===== config.mk =====
export PLATFORM = sky130hd
export DESIGN_NAME = mtks_cell
export DESIGN_NICKNAME = d
export VERILOG_FILES = /design/src/design/mtks_pkg.sv /design/src/design/mtks_cell.sv
export SDC_FILE = /design/constraint.sdc
export NUM_CORES = 1
export LEC_CHECK = 0
export ABC_CLOCK_PERIOD_IN_PS = 8230
export BUFFER_PORTS_ARGS = -buffer_cell sky130_fd_sc_hd__buf_4
export CAP_MARGIN = 10
export CORE_UTILIZATION = 50
export CTS_BUF_LIST = sky130_fd_sc_hd__clkbuf_8
export DETAILED_ROUTE_END_ITERATION = 6
export GPL_ROUTABILITY_DRIVEN = 0
export PLACE_DENSITY = 0.82
export SETUP_SLACK_MARGIN = 0.3
export SLEW_MARGIN = 20
export SYNTH_ARGS = -nofsm -noshare
export SYNTH_HDL_FRONTEND = slang
export SYNTH_SLANG_ARGS = --single-unit

===== constraint.sdc =====
create_clock -name clk -period 8.23 [get_ports clk]
set_clock_uncertainty 0.05 [all_clocks]
set_input_delay 0.823 -clock clk [delete_from_list [all_inputs] [get_ports clk]]
set_output_delay 0.823 -clock clk [all_outputs]
set_load 0.01 [all_outputs]

===== src/design/mtks_pkg.sv =====
`timescale 1ns / 1ps
// ---------------------------------------------------------------------------
// mtks_pkg: shared types for the multi-table key store
// Beat formats, command and status codes, the search token that walks
// the cell chain, and the write broadcast from the controller.
// ---------------------------------------------------------------------------
package mtks_pkg;

  // Command codes carried in the cmd field.
  typedef enum logic [2:0] {
    CMD_ADD    = 3'd0,
    CMD_DELETE = 3'd1,
    CMD_LOOKUP = 3'd2,
    CMD_CHANGE = 3'd3,
    CMD_CLEAR  = 3'd4
  } mtks_cmd_e;

  // Status codes returned with every result beat.
  typedef enum logic [2:0] {
    ST_OK        = 3'd0,
    ST_BAD_TABLE = 3'd1,
    ST_FULL      = 3'd2,
    ST_DUP       = 3'd3,
    ST_NOT_FOUND = 3'd4,
    ST_BAD_POS   = 3'd5
  } mtks_status_e;

  // Controller states.
  typedef enum logic [1:0] {
    S_IDLE,
    S_SCAN,
    S_DONE
  } mtks_state_e;

  // Input beat.
  typedef struct packed {
    logic [2:0]  cmd;
    logic [1:0]  table_sel;
    logic [15:0] key;
    logic [63:0] entry_name;
    logic [3:0]  position;
  } mtks_in_t;

  // Result beat.
  typedef struct packed {
    logic [2:0]  status;
    logic [63:0] found_name;
    logic [15:0] found_key;
  } mtks_out_t;

  // Search token handed from cell to cell, one cell per cycle.
  typedef struct packed {
    logic        valid;
    logic [1:0]  tbl;
    logic [15:0] key;
    logic [3:0]  pos;
    logic        hit;         // some live slot holds key
    logic        dup;         // a live slot other than pos holds key
    logic [15:0] last_key;    // key of slot count-1
    logic [63:0] last_name;   // name of slot count-1
    logic [63:0] found_name;  // name of the first matching slot
  } mtks_tok_t;

  // Write broadcast to all cells; the cell whose slot matches takes it.
  typedef struct packed {
    logic        en;
    logic        key_only;
    logic [1:0]  tbl;
    logic [15:0] key;
    logic [63:0] name;
  } mtks_wr_t;

endpackage


===== src/design/mtks_cell.sv =====
`timescale 1ns / 1ps
// ---------------------------------------------------------------------------
// mtks_cell: one slot position of every table
// Holds the key and name of slot IDX for each table, compares the passing
// search token against its entry and forwards the token to the next cell.
// ---------------------------------------------------------------------------
module mtks_cell
  import mtks_pkg::*;
#(
  parameter int IDX        = 0,
  parameter int TABLES     = 4,
  parameter int ENTRIES    = 16,
  parameter int NAME_BYTES = 8
) (
  input  logic                                clk,
  input  logic                                rst_n,
  input  mtks_tok_t                           tok_in,
  input  logic [$clog2(ENTRIES+1)-1:0]        cnt_in,
  input  logic [$clog2(ENTRIES)-1:0]          hidx_in,
  input  mtks_wr_t                            wr,
  input  logic [$clog2(ENTRIES)-1:0]          wr_idx,
  output mtks_tok_t                           tok_out,
  output logic [$clog2(ENTRIES+1)-1:0]        cnt_out,
  output logic [$clog2(ENTRIES)-1:0]          hidx_out
);

  localparam int CNT_W  = $clog2(ENTRIES + 1);
  localparam int IDX_W  = $clog2(ENTRIES);
  localparam int TBL_W  = (TABLES > 1) ? $clog2(TABLES) : 1;
  localparam int NAME_W = NAME_BYTES * 8;
  localparam int CMP_W  = (CNT_W > 4) ? CNT_W : 4;

  logic [15:0]       key_mem_r  [TABLES];
  logic [NAME_W-1:0] name_mem_r [TABLES];

  mtks_tok_t         tok_r, tok_nxt;
  logic [CNT_W-1:0]  cnt_r;
  logic [IDX_W-1:0]  hidx_r, hidx_nxt;

  logic [15:0]       key_rd;
  logic [NAME_W-1:0] name_rd;
  logic              live;
  logic              is_last;
  logic              match;

  // Read this slot of the table the token addresses.
  assign key_rd  = key_mem_r[TBL_W'(tok_in.tbl)];
  assign name_rd = name_mem_r[TBL_W'(tok_in.tbl)];

  // Compare and update the token; the first match in slot order wins.
  always_comb begin
    tok_nxt  = tok_in;
    hidx_nxt = hidx_in;
    live     = CNT_W'(IDX) < cnt_in;
    is_last  = CNT_W'(IDX + 1) == cnt_in;
    match    = tok_in.valid && live && (key_rd == tok_in.key);
    if (match && !tok_in.hit) begin
      tok_nxt.hit        = 1'b1;
      tok_nxt.found_name = 64'(name_rd);
      hidx_nxt           = IDX_W'(IDX);
    end
    if (match && (CMP_W'(tok_in.pos) != CMP_W'(IDX))) begin
      tok_nxt.dup = 1'b1;
    end
    if (tok_in.valid && is_last) begin
      tok_nxt.last_key  = key_rd;
      tok_nxt.last_name = 64'(name_rd);
    end
  end

  // Token stage; only the valid flag is reset.
  always_ff @(posedge clk) begin
    if (!rst_n) begin
      tok_r.valid <= 1'b0;
    end else begin
      tok_r <= tok_nxt;
    end
  end

  always_ff @(posedge clk) begin
    cnt_r  <= cnt_in;
    hidx_r <= hidx_nxt;
  end

  // Entry storage, written by the controller's broadcast.
  always_ff @(posedge clk) begin
    if (wr.en && (wr_idx == IDX_W'(IDX))) begin
      key_mem_r[TBL_W'(wr.tbl)] <= wr.key;
      if (!wr.key_only) begin
        name_mem_r[TBL_W'(wr.tbl)] <= NAME_W'(wr.name);
      end
    end
  end

  assign tok_out  = tok_r;
  assign cnt_out  = cnt_r;
  assign hidx_out = hidx_r;

endmodule


---- After elaboration in Yosys (flattened, before gate mapping) ----
Memory sizes are Yosys's and may differ from the RTL's.
Cells that the tools add are included.
storage, ports and cells
  register bits after elaboration ......... 178
  RAM bits ................................ 320
  input bits .............................. 268
  word-level logic and storage cells ...... 32
  memories ................................ 2
memories
  memory      depth  width  read ports  clocked after Yosys merged registers in  wr ports  line             RTL
  name_mem_r  4      64     1           0                                        1         mtks_cell.sv:34  logic [NAME_W-1:0] name_mem_r [TABLES];
  key_mem_r   4      16     1           0                                        1         mtks_cell.sv:33  logic [15:0] key_mem_r [TABLES];
operators by class
  order comparisons ....................... 1
  equal/unequal tests ..................... 2
  mux-type cells .......................... 7
  reduce and logical (&&, ||, !) cells .... 9
operators with widths
  cell                number
  $mux 80             1
  $mux 64             1
  $eq 16x16->1        1
  $logic_and 1x1->1   6
  $eq 1x5->1 const A  1
  $lt 1x5->1 const A  1
  $mux 1              5
  $logic_not 4->1     1
  $reduce_bool 4->1   1
  $logic_not 1->1     1

---- Longest topological paths before layout ----
Gate-level depths: netlist (run 1).
  depth in word-level cells ............... 5
  depth in mapped cells ................... 11

---- Worst setup path after synthesis (run 1) ----
OpenSTA, ideal clock, no wires.
  path type ............................... input -> register
  start ................................... input port wr_idx[1]
  end ..................................... memory name_mem_r[0][0] (netlist bit) (enable)
  library setup time ...................... 0.651 ns
  data arrival time ....................... 7.343 ns
  path slack .............................. 0.187 ns
  cell stages on the path ................. 3
  path through ............................ nor4_1 > nand2_1 > nor4_1
between the ends
  word-level cells in the longest chain between the ends .. 4
RTL lines
  item                          line             RTL
  start: declaration            mtks_cell.sv:21  input logic [$clog2(ENTRIES)-1:0] wr_idx,
  $logic_not 4->1               mtks_cell.sv:87  if (wr.en && (wr_idx == IDX_W'(IDX))) begin
  $logic_and 1x1->1             mtks_cell.sv:87
  $mux 1                        mtks_cell.sv:87
  $mux 1 (not written as such)  mtks_cell.sv:90  name_mem_r[TBL_W'(wr.tbl)] <= NAME_W'(wr.name);
  end: declaration              mtks_cell.sv:34
Every way passes these cells.

==> reports/results.md, run 1 <==
## CTS
- 0 — Gates resized, CTS repair
- 80 — TritonCTS Buffers
- 498 — clock sinks
- sky130_fd_sc_hd__clkbuf_8 — CTS Root Buffer Type
- 0 — number of buffers added to fix hold violations after cts
- 0 — total setup buffers inserted after CTS
- 0.06 ns — clock transition time at the flip-flop clock pins of the worst setup and hold paths
- 3 — largest buffer count on any clock path
- done — clock tree from TritonCTS
- 3 — number of H-tree branching levels
- 0.63 ns — insertion delay to the later sink of the worst-skew pair

## Setup path
- 3 — count of buffering cells on the critical path with inverters included
- 59 — critical-path maximum fanout
- buffers and inverters — family with the most delay on the worst path
- sky130_fd_sc_hd__buf_4 — most repeated library cell on the critical path
- primary input — sort of element at the start of the critical path
- sky130_fd_sc_hd__buf_4 — slowest cell on the critical path
- tok_out[4]$_DFFE_PP_ — end of the worst register-to-register path
- flip-flop — nature of the critical path endpoint
- 4.42 ns — worst path arrival time
- 5.09 ns — Register-to-Register Setup Slack
- in -> reg — kind of critical path
- 8.53 ns — CP required
- 7 — number of cells traversed by the worst register-to-register path
- 0.71 ns — CP peak stage delay
- key_mem_r[2][0]$_DFFE_PP_ — start of the worst register-to-register path
- buf_4 > buf_4 > mux4_2 > xor2_1 > a211o_1 > nor4_4 > buf_4 > mux2_2 — cell chain of the critical path

## Min path
- 1 — Worst Hold Path Cells
- in -> reg — worst hold path type
- cnt_out[1]$_DFF_P_ — endpoint with the worst hold slack
- cnt_in[1] — worst min-delay path startpoint

## Cells and area
- sky130_fd_sc_hd__edfxtp_1 — most common library cell in the layout ignoring fill and taps
- 43.43% — fraction of final layout cells with drive strength greater than 1
- sky130_fd_sc_hd__edfxtp_1 (488), sky130_fd_sc_hd__buf_4 (454), sky130_fd_sc_hd__nand2_1 (231), sky130_fd_sc_hd__clkbuf_8 (85), sky130_fd_sc_hd__mux4_2 (72) — most frequent cells in the layout
- 2111 — non-filler cells, final
- 1799 — net total in the final layout
- 28.65% — area added between synthesis and finish

## Flow run
- 0 — max-cap violations

## Place
- 3.430 ns — worst-case setup slack after placement
- 1960 — number of placed cells counting well taps
- 445 — port buffer count
- 29.38 mm — HPWL Detailed

## Yosys
- 0 — Yosys Warn Count
- 488 — count of flip-flops with a built-in enable after synthesis
- 0% — fraction of registers with async set or reset after synthesis
- 38 — number of library cell types mapped by synthesis
- 18.45 um2 — mean instance size in the synthesized netlist
- 77.49% — proportion of synthesized chip area in sequential cells
- 19170 um2 — area of the mapped netlist
- 498 — Synth Register Bits
- 1307 — Post-Syn Nets
- 1039 — synthesized instance count
- sky130_fd_sc_hd__edfxtp_1 — Most used DFF post-synth

## Power
- 217.1 nW/um2 — pwr/cell area
- 0.1533 mV — Worst IR Drop VDD
- 9.393 nW — Leakage Power

## Detailed routing
- 0 — number of remaining DRC errors
- 0 — post-detailed-route count of antenna-violating nets
- 11274 — Via Count
- 45.15 mm — final wirelength
- 689 — detailed router's first-iteration violation count
- 21.39 um — routed length per placed instance
- 5 — First-pass DRT Iterations
- 5.341 — Vias/cell

## Die
- 71 — placement row count
- 197.8 um — Die Width
- 39120 um2 — total die area
- 197.8 um — DIE HEIGHT
- 37670 um2 — Placeable Area
- 446 — number of top-level pins
- 50.89% — effective utilization at floorplan

## GRT
- 65.87 mm — wire length of the first global-routing pass
- 11570 — number of global-route vias before repair
- 0 — global route total overflow
- 3 — antenna violations before repair
- 96 — largest net degree at the start of global routing
- 22.77% — GRT Total Usage

## STA
- 0 ns — setup tns final
- 0 — max-slew violation count
- no — RSZ-0062 raised after global routing
- 0 — final number of hold-violating endpoints
- 0 — setup violators final
- 4.117 ns — minimum clock period after layout
- 30.14% — Max transition margin
- 50.02% — final clock period utilization by the worst path
- 242.9 MHz — maximum clock rate
- 4.113 ns — fin worst setup slack
- 1.047 ns — Worst Tran Pin Value

## Outcome
- finished clean — result of the run

## cell type report
type                            instances  area, um2
Timing Repair Buffer                  456       3431
Clock inverter                         64      407.9
Multi-Input combinational cell        492       4141
Tap cell                              511      639.4
Antenna cell                            2      5.005
Clock buffer                           85       1170
Inverter                                3      11.26
Sequential cell                       498      14850
Fill cell                            2598      13010
## worst reg2reg max path, cell delays in order, from the launching register on
cell and delay (ns):
sky130_fd_sc_hd__edfxtp_1 0.36, sky130_fd_sc_hd__mux2i_1 0.19, sky130_fd_sc_hd__mux2_2 0.38, sky130_fd_sc_hd__a2111oi_0 0.45
sky130_fd_sc_hd__nand4bb_1 0.21, sky130_fd_sc_hd__nor4_4 0.25, sky130_fd_sc_hd__buf_4 0.57, sky130_fd_sc_hd__mux2_2 0.43
## power breakdown
group | leakage (nW) | switching (mW) | total (mW) | internal (mW)
Sequential | 4.61 | 0.0189 | 2.88 | 2.86
Combinational | 3.87 | 0.192 | 0.408 | 0.216
Clock | 0.916 | 0.946 | 2.06 | 1.12
Total | 9.39 | 1.16 | 5.35 | 4.20
## synthesized netlist by cell type (9+ instances only)
cell type	count	area, um2
sky130_fd_sc_hd__buf_2	13	65.06
sky130_fd_sc_hd__clkbuf_1	23	86.33
sky130_fd_sc_hd__dfxtp_1	10	200.2
sky130_fd_sc_hd__edfxtp_1	488	14650
sky130_fd_sc_hd__mux2_1	17	191.4
sky130_fd_sc_hd__mux2_2	52	585.6
sky130_fd_sc_hd__mux2i_1	18	180.2
sky130_fd_sc_hd__mux4_2	72	1622
sky130_fd_sc_hd__nand2_1	231	867.1
sky130_fd_sc_hd__nor2_1	21	78.83
sky130_fd_sc_hd__o21ai_0	9	45.04
## how the worst max path moves through the flow
stage / from / end / cells past startpoint
floorplan: wr_idx[1] / name_mem_r[1][0]$_DFFE_PP_ / 3
global placement: tok_in[167] / tok_out[34]$_DFFE_PP_ / 8
detailed placement: tok_in[166] / tok_out[22]$_DFFE_PP_ / 9
CTS: tok_in[166] / tok_out[4]$_DFFE_PP_ / 9
global route: tok_in[166] / tok_out[29]$_DFFE_PP_ / 9
finish: tok_in[167] / tok_out[4]$_DFFE_PP_ / 8
## kinds of logic after synthesis
logic type      synth area share [%]
buf+inv                        1.260
compound gates                 1.090
flops                          77.49
mux                            13.45
simple gates                   6.201
xor+xnor                      0.5026
## registers in the layout (all words and copies together) (netlist names)
| name | cells |
|---|---|
| hidx_out | 4 |
| name_mem_r | 256 |
| key_mem_r | 64 |
| tok_out | 169 |
| cnt_out | 5 |
## per-layer routing
metal	up-vias	GRT usage, %	share of wire (%)	wire length [um]
li1	5031	-	-	-
met1	5647	27.92	39	17610
met3	94	4.871	6.8	3059
met2	500	38.93	51	23070
met5	-	0	0.038	17
met4	2	10.11	3.1	1398
## through the flow
stage / util (%) / power (mW) / hold slack, ns / instance area (um2)
global placement: 61.27 / 3.328 / 0.6741 / 23080
floorplan: - / 3.080 / 0.6598 / 19170
global route: 65.47 / 5.532 / 0.2356 / 24660
CTS: 65.46 / 5.403 / 0.2112 / 24650
finish: 65.47 / 5.353 / 0.2686 / 24660
detailed placement: 61.27 / 3.341 / 0.6855 / 23080
Note: power is estimated with default switching activity, not from simulation.
==> run 2, diff against run 1 <==
- ABC_CLOCK_PERIOD_IN_PS: 8230 -> 4200
- CORE_UTILIZATION: 50 -> 56
- PLACE_DENSITY: 0.82 -> 0.87
- clock period: 8.23 -> 4.2 ns (I/O delays scaled with it)
==> run 2 against run 1 <==
Via count up 7.1%. Register-to-register slack worse by 4.1 ns. Non-clock buffer count up 115. Critical path depth up 1. First-iteration DRC count up 21%. Sequential share of layout area down 2.3 points. Combinational power up 120%. Worst hold slack worse by 0.24 ns. Critical endpoint is now tok_out[47]$_DFFE_PP_.
==> reports/results.md, run 2 (synthesized netlist as in run 1, its figures left out) <==
## Detailed routing
- 12074 — Via Count, +7.1%
- 0 — number of remaining DRC errors, unchanged
- 5.595 — Vias/cell, +4.8%
- 22.10 um — routed length per placed instance, +3.4%
- 0 — post-detailed-route count of antenna-violating nets, unchanged
- 836 — detailed router's first-iteration violation count, +21%
- 47.70 mm — final wirelength, +5.7%
- 5 — First-pass DRT Iterations, unchanged

## Power
- 7.944 mW — internal power summed over all cells, +89%
- 0.2685 mV — Worst IR Drop VDD, +75%
- 2.252 mW — net switching component of the power, +95%
- 9.794 nW — Leakage Power, +4.3%
- 8.9% — proportion of power drawn by combinational gates, +1.3 points
- 397.6 nW/um2 — pwr/cell area, +83%
- 55.4% — proportion of power drawn by flip-flops and latches, +1.6 points
- 35.7% — fraction of power consumed by the clock network, -2.9 points
- 10.20 mW — PnR Total Power, +90%
- 22.09% — switching part of the total, +0.49 points

## Cells and area
- 1767 — Fill cells, -32%
- 256 — flip-flop count of the largest register after layout, unchanged
- sky130_fd_sc_hd__edfxtp_1 — most common library cell in the layout ignoring fill and taps
- 33.77% — area added between synthesis and finish
- name_mem_r — largest reg by FF count
- 1912 — net total in the final layout, +6.3%
- 14850 um2 — sequential cell area, unchanged
- sky130_fd_sc_hd__edfxtp_1 (488), sky130_fd_sc_hd__buf_4 (454), sky130_fd_sc_hd__nand2_1 (231), sky130_fd_sc_hd__dlygate4sd3_1 (108), sky130_fd_sc_hd__clkbuf_8 (84) — most frequent cells in the layout
- 2158 — non-filler cells, final, +2.2%
- 40.65% — fraction of final layout cells with drive strength greater than 1, -2.8 points
- 76.28% — utilization after layout, +11 points
- 25640 um2 — fin area, +4.0%
- 4156 um2 — area taken by multi-input logic gates, +0.36%

## STA
- 0 ns — setup tns final, unchanged
- 0 — final number of hold-violating endpoints, unchanged
- no — RSZ-0062 raised after global routing
- 3.235 ns — minimum clock period after layout
- 309.1 MHz — maximum clock rate
- 0 — setup violators final, unchanged
- 77.02% — final clock period utilization by the worst path
- 1.027 ns — Worst Tran Pin Value, -0.02008 ns
- 31.48% — Max transition margin, +1.3 points
- 0 — max-slew violation count, unchanged
- 0.9652 ns — fin worst setup slack, -3.148 ns
- 0.03035 ns — final worst hold slack, -0.2383 ns

## Setup path
- flip-flop — nature of the critical path endpoint
- 4.47 ns — CP required, -4.06 ns
- in -> reg — kind of critical path
- 3.51 ns — worst path arrival time, -0.91 ns
- primary input — sort of element at the start of the critical path
- 30 — critical-path maximum fanout, -49%

## Min path
- in -> reg — worst hold path type

## CTS
- 3 — number of H-tree branching levels, unchanged
- 0.06 ns — clock transition time at the flip-flop clock pins of the worst setup and hold paths, about the same
- 0.59 ns — insertion delay to the later sink of the worst-skew pair, -0.04 ns
- 78 — TritonCTS Buffers, -2.5%
- 498 — clock sinks, unchanged
- done — clock tree from TritonCTS
- 0 — total setup buffers inserted after CTS, unchanged
- 3 — largest buffer count on any clock path, unchanged
- sky130_fd_sc_hd__clkbuf_8 — CTS Root Buffer Type

## Die
- 57.02% — effective utilization at floorplan, +6.1 points
- 187.0 um — DIE HEIGHT, -5.5%
- 446 — number of top-level pins, unchanged
- 67 — placement row count, -5.6%
- 34970 um2 — total die area, -11%
- 187.0 um — Die Width, -5.5%
- 33620 um2 — Placeable Area, -11%

## Place
- 23150 um2 — standard cell area after detailed placement, +0.33%
- 29.29 mm — HPWL Detailed, -0.28%
- 1904 — number of placed cells counting well taps, -2.9%
- 445 — port buffer count, unchanged
- 0.6137 ns — worst-case setup slack after placement, -2.816 ns

## Flow run
- 0 — max-cap violations, unchanged

## GRT
- 0 — global route total overflow, unchanged
- 12980 — number of global-route vias before repair, +12%
- 7 — antenna violations before repair, +4
- 74 — largest net degree at the start of global routing, -23%
- 72.18 mm — wire length of the first global-routing pass, +9.6%
- 27.55% — GRT Total Usage, +4.8 points

## Outcome
- finished clean — result of the run

## run 2: cell count changes in the layout (fill, tap and decap cells not counted), sizes merged, moves of 3 or more
cell	previous run	this run
buf	456	463
clkinv	22	31
inv	38	26
dlygate4sd3	0	108
bufinv	5	0
diode	2	5
## run 2: path summary, 6_finish.rpt
| kind | end | startpoint | slack [ns] | cells after the start |
|---|---|---|---|---|
| hold reg to reg | tok_out[77]$_DFFE_PP_ | name_mem_r[2][13]$_DFFE_PP_ | 0.70 | 3 |
| hold / removal | hidx_out[1]$_SDFF_PP0_ | hidx_in[1] | 0.03 | 2 |
| setup / recovery | tok_out[47]$_DFFE_PP_ | tok_in[150] | 0.97 | 9 |
| setup reg to reg | tok_out[47]$_DFFE_PP_ | key_mem_r[2][0]$_DFFE_PP_ | 1.00 | 7 |
## run 2: routing by layer
| layer | track usage (%) | routed length (um) | vias to the layer above |
|---|---|---|---|
| li1 | - | - | 5254 |
| met1 | 31.11 | 16570 | 6003 |
| met2 | 49.73 | 25590 | 665 |
| met3 | 6.379 | 3701 | 148 |
| met4 | 12.45 | 1816 | 4 |
| met5 | 0 | 21 | - |
## run 2: what timing repair did
item                                    CTS  global route
gates resized for setup                   0             0
endpoints found under the hold margin   348             0
hold buffers                            108             0
endpoints found under the setup margin    0             0
## run 2: critical path: stages
cell and delay [ns]:
sky130_fd_sc_hd__dlygate4sd3_1 0.54, sky130_fd_sc_hd__buf_4 0.17, sky130_fd_sc_hd__nor2b_1 0.16, sky130_fd_sc_hd__mux2_2 0.32, sky130_fd_sc_hd__a2111oi_0 0.49, sky130_fd_sc_hd__nand4bb_1 0.22
sky130_fd_sc_hd__nor4_4 0.26, sky130_fd_sc_hd__buf_4 0.50, sky130_fd_sc_hd__mux2_1 0.38
## run 2: cell type report
type	instances	share of cell area (%)
Multi-Input combinational cell	492	16.21
Tap cell	448	2.186
Antenna cell	5	0.04879
Clock buffer	84	4.509
Inverter	3	0.04392
Sequential cell	498	57.93
Clock inverter	57	0.9320
Timing Repair Buffer	571	18.14
## run 2: power groups by stage
| stage | clock [mW] | combinational (mW) | sequential [mW] |
|---|---|---|---|
| global route | 3.91 | 0.958 | 5.65 |
| floorplan | 0 | 0.225 | 5.81 |
| finish | 3.64 | 0.907 | 5.65 |
| detailed placement | 0 | 0.801 | 5.75 |
| CTS | 3.68 | 0.893 | 5.65 |
| global placement | 0 | 0.775 | 5.74 |
